==> src/hdl/ccc_pkg.sv <==
// shared types, constants and register codes for the cc/cv charge controller
// no dependencies; used by every module of the block
`default_nettype none

package ccc_pkg;

  localparam int unsigned CfgWidth  = 16;
  localparam int unsigned ErrWidth  = 17;
  localparam int unsigned AccWidth  = 32;
  localparam int unsigned IdxWidth  = 3;

  // register indexes on the configuration port
  typedef enum logic [IdxWidth-1:0] {
    REG_CURRENT_TARGET    = 3'd0,
    REG_VOLTAGE_TARGET    = 3'd1,
    REG_CUTOFF_CURRENT    = 3'd2,
    REG_CURRENT_PROP_GAIN = 3'd3,
    REG_CURRENT_INT_GAIN  = 3'd4,
    REG_VOLTAGE_PROP_GAIN = 3'd5,
    REG_VOLTAGE_INT_GAIN  = 3'd6
  } cfg_reg_t;

  // register reset values
  localparam logic [CfgWidth-1:0] RST_CURRENT_TARGET    = 16'd1000;
  localparam logic [CfgWidth-1:0] RST_VOLTAGE_TARGET    = 16'd4200;
  localparam logic [CfgWidth-1:0] RST_CUTOFF_CURRENT    = 16'd300;
  localparam logic [CfgWidth-1:0] RST_CURRENT_PROP_GAIN = 16'd13107;
  localparam logic [CfgWidth-1:0] RST_CURRENT_INT_GAIN  = 16'd1311;
  localparam logic [CfgWidth-1:0] RST_VOLTAGE_PROP_GAIN = 16'd19661;
  localparam logic [CfgWidth-1:0] RST_VOLTAGE_INT_GAIN  = 16'd1966;

  // charge mode as reported on the result word
  localparam logic [1:0] CODE_IDLE = 2'd0;
  localparam logic [1:0] CODE_CC   = 2'd1;
  localparam logic [1:0] CODE_CV   = 2'd2;

  // charger state, one-hot
  typedef enum logic [2:0] {
    MODE_IDLE = 3'b001,
    MODE_CC   = 3'b010,
    MODE_CV   = 3'b100
  } mode_t;

  typedef struct packed {
    logic [CfgWidth-1:0] current_target;
    logic [CfgWidth-1:0] voltage_target;
    logic [CfgWidth-1:0] cutoff_current;
    logic [CfgWidth-1:0] current_prop_gain;
    logic [CfgWidth-1:0] current_int_gain;
    logic [CfgWidth-1:0] voltage_prop_gain;
    logic [CfgWidth-1:0] voltage_int_gain;
  } cfg_t;

  typedef struct packed {
    logic [15:0] current_sample;
    logic [15:0] voltage_sample;
    logic        charge_enable;
  } in_word_t;

  typedef struct packed {
    logic [1:0]         charge_mode;
    logic signed [31:0] current_drive;
    logic signed [31:0] voltage_drive;
    logic               charge_done;
  } out_word_t;

  // per-item control that travels down the pipeline
  typedef struct packed {
    logic       run;
    logic [1:0] mode_code;
    logic       done;
  } pipe_ctl_t;

  // operands of one pi loop after the integral update
  typedef struct packed {
    logic signed [ErrWidth-1:0] err;
    logic signed [AccWidth-1:0] accum;
  } loop_op_t;

endpackage

`default_nettype wire

==> src/hdl/ccc_ctrl.sv <==
// mode sequencer and integral update for both pi loops (first work stage)
// depends on ccc_pkg
`default_nettype none

module ccc_ctrl (
  input  wire logic               clk,
  input  wire logic               rst,
  input  wire logic               adv,
  input  wire ccc_pkg::in_word_t  word,
  input  wire ccc_pkg::cfg_t      cfg,
  output ccc_pkg::pipe_ctl_t      ctl,
  output ccc_pkg::loop_op_t       cur_op,
  output ccc_pkg::loop_op_t       volt_op
);

  ccc_pkg::mode_t mode, mode_next;
  logic signed [ccc_pkg::AccWidth-1:0] current_accum, voltage_accum;
  logic signed [ccc_pkg::AccWidth-1:0] current_accum_next, voltage_accum_next;
  logic signed [ccc_pkg::ErrWidth-1:0] cur_err, volt_err;
  logic run, done;
  logic [1:0] code_next;

  // saturating add of an error into a 32-bit integral
  function automatic logic signed [31:0] sat_add(input logic signed [31:0] acc,
                                                 input logic signed [16:0] e);
    logic signed [32:0] s;
    s = {acc[31], acc} + {{16{e[16]}}, e};
    if (s[32] != s[31]) begin
      sat_add = s[32] ? 32'sh8000_0000 : 32'sh7fff_ffff;
    end else begin
      sat_add = s[31:0];
    end
  endfunction

  // errors and next integrals
  assign cur_err  = $signed({1'b0, cfg.current_target}) - $signed({1'b0, word.current_sample});
  assign volt_err = $signed({1'b0, cfg.voltage_target}) - $signed({1'b0, word.voltage_sample});
  assign run      = (mode == ccc_pkg::MODE_CC) || (mode == ccc_pkg::MODE_CV);
  assign current_accum_next = run ? sat_add(current_accum, cur_err) : current_accum;
  assign voltage_accum_next = run ? sat_add(voltage_accum, volt_err) : voltage_accum;

  // mode transitions, loops run before the test
  always_comb begin
    mode_next = ccc_pkg::MODE_IDLE;
    done      = 1'b0;
    case (mode)
      ccc_pkg::MODE_CC: begin
        mode_next = (word.voltage_sample >= cfg.voltage_target) ? ccc_pkg::MODE_CV
                                                                 : ccc_pkg::MODE_CC;
      end
      ccc_pkg::MODE_CV: begin
        if (word.current_sample <= cfg.cutoff_current) begin
          mode_next = ccc_pkg::MODE_IDLE;
          done      = 1'b1;
        end else begin
          mode_next = ccc_pkg::MODE_CV;
        end
      end
      default: begin
        mode_next = word.charge_enable ? ccc_pkg::MODE_CC : ccc_pkg::MODE_IDLE;
      end
    endcase
  end

  // reported mode code
  always_comb begin
    case (mode_next)
      ccc_pkg::MODE_CC: code_next = ccc_pkg::CODE_CC;
      ccc_pkg::MODE_CV: code_next = ccc_pkg::CODE_CV;
      default:          code_next = ccc_pkg::CODE_IDLE;
    endcase
  end

  // state registers
  always_ff @(posedge clk) begin
    if (rst) begin
      mode          <= ccc_pkg::MODE_IDLE;
      current_accum <= '0;
      voltage_accum <= '0;
    end else if (adv) begin
      mode          <= mode_next;
      current_accum <= current_accum_next;
      voltage_accum <= voltage_accum_next;
    end
  end

  // stage output registers
  always_ff @(posedge clk) begin
    if (adv) begin
      ctl.run       <= run;
      ctl.mode_code <= code_next;
      ctl.done      <= done;
      cur_op.err    <= cur_err;
      cur_op.accum  <= current_accum_next;
      volt_op.err   <= volt_err;
      volt_op.accum <= voltage_accum_next;
    end
  end

endmodule

`default_nettype wire

==> config.mk <==
export PLATFORM = sky130hd
export DESIGN_NAME = ccc_ctrl
export DESIGN_NICKNAME = d
export VERILOG_FILES = /design/src/hdl/ccc_pkg.sv /design/src/hdl/ccc_ctrl.sv
export SDC_FILE = /design/constraint.sdc
export NUM_CORES = 1
export LEC_CHECK = 0
export BUFFER_PORTS_ARGS = -buffer_cell sky130_fd_sc_hd__buf_2
export CORE_MARGIN = 1.5
export CORE_UTILIZATION = 30
export CTS_BUF_LIST = sky130_fd_sc_hd__clkbuf_8
export CTS_CLUSTER_SIZE = 24
export DETAILED_ROUTE_END_ITERATION = 10
export PLACE_DENSITY_LB_ADDON = 0.2
export SYNTH_ARGS = -nofsm -noshare
export SYNTH_HDL_FRONTEND = slang
export SYNTH_SLANG_ARGS = --single-unit
==> constraint.sdc <==
create_clock -name clk -period 9 [get_ports clk]
set_input_delay 2.25 -clock clk [delete_from_list [all_inputs] [get_ports clk]]
set_output_delay 2.25 -clock clk [all_outputs]
set_load 0.01 [all_outputs]
## Word level (Yosys, flattened, before mapping)

Cells that the tools add are included.

- Equality and inequality tests: 6
- Add/subtract/negate cells: 4
- $lt $le $gt $ge: 2
- Multiplexer cells: 12
- Reductions and logical operators: 1

Operators by type and width:

| cell | number |
|---|---|
| 2-to-1 mux 32 bit | 6 |
| adder 32 x 17 -> 33 bit | 2 |
| subtractor 16 x 16 -> 17 bit | 2 |
| greater-or-equal comparator 16 bit | 1 |
| less-or-equal comparator 16 bit | 1 |
| equality test 3 x 2 -> 1 bit, second input constant | 2 |
| equality test 3 bit, second input constant | 2 |
| 2-to-1 mux 3 bit | 2 |
| case mux 3 bit (2 select lines) | 1 |
| case mux 2 bit (2 select lines) | 1 |
| 2-to-1 mux 2 bit | 1 |
| inequality test 1 bit | 2 |
| logical OR 1 bit | 1 |
| 2-to-1 mux 1 bit | 1 |

- Word-level logic and storage cells: 35
- Bits in registers: 169
- Input bits: 148
- Output and inout port bits: 102

## Logic depth before layout (Yosys ltp)

- Depth in word-level cells: 5
- Depth in mapped cells: 25
- Mapped depth without buffers: 22

## Least setup slack after synthesis

OpenSTA, ideal clock, no wires.

- Kind: input -> register
- Start: input word[3] in the netlist's numbering
- End: register volt_op[11] in the netlist's numbering (data pin)
- Buffers on the path: 2
- Stages on the path: 22
- Path slack: 1.396 ns
- Setup time: 0.261 ns
- Required time: 8.739 ns
- Arrival time: 7.343 ns
- Path through: inv_1 -> ha_1 -> nor2b_1 -> o21ai_0 -> a21boi_0 -> o21ai_0 -> a21boi_0 -> o21ai_0 -> o211ai_1 -> a221oi_1 -> ha_1 -> buf_2 -> a211oi_1 -> o211ai_1 -> a22oi_1 -> nand3_1 -> a211oi_1 -> nand4b_1 -> a21bo_4 -> nor2_4 -> buf_2 -> a21oi_1

- Word-level cells in the longest chain between the ends: 5
- Elaborated cells on any way between the ends: 6
- Classes of those cells: add/sub (2); eq/ne (1); mux (3)

RTL lines:

| what | line | text |
|---|---|---|
| from (decl) | ccc_ctrl.sv:9 | `input wire ccc_pkg::in_word_t word,` |
| subtractor 16 x 16 -> 17 bit (*) | ccc_ctrl.sv:37 | `assign volt_err = $signed({1'b0, cfg.voltage_target}) - $signed({1'b0, word.voltage_sample});` |
| named net volt_err, one bit | ccc_ctrl.sv:19 | `logic signed [ccc_pkg::ErrWidth-1:0] cur_err, volt_err;` |
| adder 32 x 17 -> 33 bit (*) | ccc_ctrl.sv:27 | `s = {acc[31], acc} + {{16{e[16]}}, e};` |
| 2-to-1 mux 32 bit or inequality test 1 bit (tied branches) | ccc_ctrl.sv:29, ccc_ctrl.sv:28 |  |
| 2-to-1 mux 32 bit (*) | ccc_ctrl.sv:28 | `if (s[32] != s[31]) begin` |
| 2-to-1 mux 32 bit (*) | ccc_ctrl.sv:40 | `assign voltage_accum_next = run ? sat_add(voltage_accum, volt_err) : voltage_accum;` |
| named net voltage_accum_next, one bit | ccc_ctrl.sv:18 | `logic signed [ccc_pkg::AccWidth-1:0] current_accum_next, voltage_accum_next;` |
| to (decl) | ccc_ctrl.sv:13 | `output ccc_pkg::loop_op_t volt_op` |

The timed path passes the listed nets; every way through them passes the cells marked *.
A chain may end at the register's enable or synchronous reset.

## Worst setup path in the final report

- Start: input word[19] in the netlist's numbering
- End: register cur_op[20] in the netlist's numbering (data pin)

- Word-level cells in the longest chain between the ends: 5
- Elaborated cells on any way between the ends: 6
- Classes of those cells: add/sub (2); eq/ne (1); mux (3)

RTL lines:

| what | line | text |
|---|---|---|
| subtractor 16 x 16 -> 17 bit (*) | ccc_ctrl.sv:36 | `assign cur_err = $signed({1'b0, cfg.current_target}) - $signed({1'b0, word.current_sample});` |
| named net cur_err, one bit | ccc_ctrl.sv:19 |  |
| adder 32 x 17 -> 33 bit (*) | ccc_ctrl.sv:27 |  |
| 2-to-1 mux 32 bit or inequality test 1 bit (tied branches) | ccc_ctrl.sv:29, ccc_ctrl.sv:28 |  |
| 2-to-1 mux 32 bit (*) | ccc_ctrl.sv:28 |  |
| 2-to-1 mux 32 bit (*) | ccc_ctrl.sv:39 | `assign current_accum_next = run ? sat_add(current_accum, cur_err) : current_accum;` |
| named net current_accum_next, one bit | ccc_ctrl.sv:18 |  |
| to (decl) | ccc_ctrl.sv:12 | `output ccc_pkg::loop_op_t cur_op,` |

Marks and branches as above.

==> Implementation_results.wiki <==
{| class="wikitable"
! Metric !! Value
|-
| Final slew viol count || 0
|-
| Design Power || between 2000 and 2500 uW
|-
| Setup Fix Bufs, Post-CTS || 0
|-
| Worst Slack Setup Final || 1180 ps
|-
| Synthesis-to-layout area growth || 15.0%
|-
| Data arrival time of the critical path || between 8000 and 9000 ps
|-
| Least-Margin Pin Slew || ~1100 ps
|-
| Wire length per cell || 16.4 um
|-
| Final layout net count || 1792
|-
| Cell with the most instances after synthesis || sky130_fd_sc_hd__nor2_1
|-
| Most area-consuming cells after synthesis || sky130_fd_sc_hd__edfxtp_1 (25%), sky130_fd_sc_hd__ha_1 (12%), sky130_fd_sc_hd__dfxtp_1 (11%)
|-
| Finish-stage setup viols || 0
|-
| Core region area || just under 0.04 mm2
|-
| Dominant cell type by area after synthesis || sky130_fd_sc_hd__edfxtp_1
|-
| Source-to-sink clock delay at the later pin of the worst-skew pair || 480 ps
|-
| Endpoint kind of the worst setup timing path || register
|-
| Wire length reported by the detailed router || roughly 34000 um
|-
| Number of warnings printed during yosys synthesis || 0
|-
| CTS-repair resized insts || 0
|-
| Synthesized cell area || ~0.012 mm2
|-
| Final Critical Period || between 7000 and 8000 ps
|-
| Most common library cells after synthesis || sky130_fd_sc_hd__nor2_1 (139), sky130_fd_sc_hd__nand2_1 (134), sky130_fd_sc_hd__a21oi_1 (127)
|-
| Kind of launch point of the worst setup path || input pin
|-
| Register-to-register setup slack || between 4000 and 5000 ps
|-
| Die W || approximately 200 um
|-
| Sum of net half-perimeters after detailed placement || between 20000 and 25000 um
|-
| CTS hold repair buffers || 0
|-
| Largest stage delay on the critical path || 720 ps
|-
| Die area || 0.0413 mm2
|-
| Count of clock tree sinks || around 170
|-
| Maximum ir drop on the vdd rail || between 0.00008 and 0.00009 V
|-
| Part of the Yosys area used for sequential elements || 0.366
|-
| GR Overflow Total || 0
|-
| Unrepaired setup endpoints after global routing || false
|-
| Port Buffers || about 190
|-
| Ports || between 200 and 300
|-
| Final setup skew || about 21 ps
|-
| Post-placement worst setup slack || roughly 790 ps
|-
| Cells after Synth || about 1400
|-
| Total via count after detailed routing || around 10000
|-
| Leak pwr || 0.00610 uW
|-
| Aggregate global-route resource usage || 0.164
|-
| Via count of the first global-routing pass || 10200
|-
| Fraction of post-synthesis cell area in the top cell type by area || 0.254
|-
| Run status || complete, no violations
|-
| Fillers || 4170
|-
| Flops & latches, synth || around 170
|-
| Wire length of the first global-routing pass || ~54000 um
|-
| Number of levels in the clock H-tree || 4
|-
| Diodes inserted || 0
|-
| Maximum fanout along the worst path || 12
|-
| CP top delay family || compound AO/OA/AOI/OAI gates
|-
| Initial core utilization || 0.304
|-
| Clock root buffer || sky130_fd_sc_hd__clkbuf_8
|-
| Layout cells sized above 1 || 0.178
|-
| Dominant synthesized flop cell || sky130_fd_sc_hd__edfxtp_1
|-
| Ys async rst share || 0
|-
| Crit share post-route || 0.869
|-
| Critical Setup Path Class || in2reg
|-
| Largest net degree at the start of global routing || ~80
|-
| Std cell rows || 73
|-
| Fmax achieved || around 0.13 GHz
|-
| Number of maximum-capacitance constraint violations || 0
|-
| Number of buffers created by CTS || 17
|-
| Number of distinct standard cells referenced by the synthesized netlist || 75
|-
| Final-report hold violation count || 0
|-
| Worst min path class || reg2reg
|-
| PD cells || 153 mW/mm2
|-
| Critical Path RT || ~9000 ps
|-
| Most prevalent standard cell on the critical path || sky130_fd_sc_hd__ha_1
|-
| Slew HR || 0.264
|-
| Synthesized area per cell || between 8 and 9 um2
|-
| First-iteration detailed-routing DRC count || approximately 630
|-
| Detailed-routing iteration count for the pre-antenna-repair pass || 5
|-
| Clock Tree Buf Depth || 2
|-
| Antenna violation net count after detailed routing || 0
|-
| End-of-flow core utilization || 0.349
|-
| Cell chain of the critical path || buf_2 > inv_1 > ha_1 > nor2b_1 > o21ai_0 > a21boi_0 > o211ai_1 > nand2_1 > and4_1 > nor3_1 > o311ai_0 > buf_4 > a31oi_2 > ha_1 > a21o_1 > a211oi_1 > o21a_1 > o31ai_1 > o211ai_2 > and2_1 > a31o_2 > nor2_2 > a21oi_1
|-
| Routability Congestion || between 0.8 and 0.9
|-
| Net count of the mapped netlist || 1635
|-
| Initial antenna violation count || 0
|-
| CTS tree || yes
|-
| Final TNS setup || 0 ps
|-
| Number of enable flip-flop cells after synthesis || 102
|-
| Buffers and inverters on the worst path || 3
|-
| Count of unresolved DRC violations after routing || 0
|-
| Via-to-Cell Ratio || ~5.0
|-
| Clock transition at the registers of the reported paths || approximately 90 ps
|-
| Worst-path cell with the longest stage delay || sky130_fd_sc_hd__a31oi_2
|-
| Chip Height || 203 um
|}
[stage by stage]
| stage | cells | area, um2 | hold slack [ps] |
|---|---|---|---|
| floorplan | 1370 | 12000 | 444 |
| global placement | 2033 | 13500 | 459 |
| detailed placement | 2033 | 13500 | 465 |
| CTS | 2065 | 13800 | 479 |
| global route | 2065 | 13800 | 501 |
| finish | 2065 | 13800 | 474 |
[cells in the final DEF (no fill, tap or decap), types with 14 or more instances in the layout]
cell / n
sky130_fd_sc_hd__a211oi_1: 46
sky130_fd_sc_hd__a21o_1: 39
sky130_fd_sc_hd__a21oi_1: 127
sky130_fd_sc_hd__a31oi_1: 23
sky130_fd_sc_hd__and3_1: 14
sky130_fd_sc_hd__buf_2: 184
sky130_fd_sc_hd__buf_4: 18
sky130_fd_sc_hd__clkbuf_8: 18
sky130_fd_sc_hd__dfxtp_1: 67
sky130_fd_sc_hd__edfxtp_1: 102
sky130_fd_sc_hd__ha_1: 113
sky130_fd_sc_hd__inv_1: 84
sky130_fd_sc_hd__nand2_1: 134
sky130_fd_sc_hd__nand3_1: 23
sky130_fd_sc_hd__nand4_1: 14
sky130_fd_sc_hd__nor2_1: 139
sky130_fd_sc_hd__nor3_1: 14
sky130_fd_sc_hd__o211ai_1: 19
sky130_fd_sc_hd__o21a_1: 16
sky130_fd_sc_hd__o21ai_0: 68
sky130_fd_sc_hd__o21ai_1: 33
sky130_fd_sc_hd__xnor2_1: 45
sky130_fd_sc_hd__xor2_1: 30
[where the power goes]
part | switching, uW | internal (uW) | total [uW] | leakage [uW]
clock | 314 | 227 | 541 | 0.000185
combinational | 415 | 258 | 674 | 0.00434
sequential | 19.7 | 882 | 901 | 0.00158
total | 749 | 1370 | 2120 | 0.00610
[logic make-up after synthesis]
| group | after synthesis | synth area share |
|---|---|---|
| AOI/OAI and AO/OA | 466 | 0.254 |
| and+or+nand+nor | 390 | 0.146 |
| xor gates and xnor gates | 75 | 0.0546 |
| muxes | 6 | 0.00520 |
| buffers and inverters | 147 | 0.0508 |
| DFF | 169 | 0.366 |
| adders and majority gates | 117 | 0.124 |
[layer usage]
| layer | GRT usage | wire (um) |
|---|---|---|
| met1 | 0.219 | 16000 |
| met3 | 0.0248 | 1440 |
| met2 | 0.284 | 16200 |
| met4 | 0.0280 | 204 |
| met5 | 0 | 0 |
[final cells by class]
cell class | count | area (um2) | area share
flip-flops and latches | 169 | 4400 | 0.318
multi-input cells | 1054 | 7030 | 0.508
clock buffers | 18 | 248 | 0.0179
repair buffers | 203 | 1080 | 0.0777
inverters | 82 | 308 | 0.0222
clock inverters | 14 | 125 | 0.00904
well taps | 525 | 657 | 0.0474
[final timing paths]
kind / cells past startpoint / endpoint / startpoint
setup / recovery: 23 / cur_op[20] / word[19]
hold / removal: 2 / current_accum[10] / current_accum[10]
setup reg to reg: 11 / cur_op[26] / current_accum[0]
hold reg to reg: 2 / current_accum[10] / current_accum[10]
[flip-flops by register name (all words and copies together) (netlist names)]
signal and flops:
ctl 4, cur_op 49, current_accum 32, mode 3, volt_op 49, voltage_accum 32
[worst min-delay path, cell delays in order (launching register included)]
cell                      delay [ps]
sky130_fd_sc_hd__dfxtp_1         330
sky130_fd_sc_hd__nand2_1          50
sky130_fd_sc_hd__o21ai_1          50
Power figures use the tool's default switching activity.
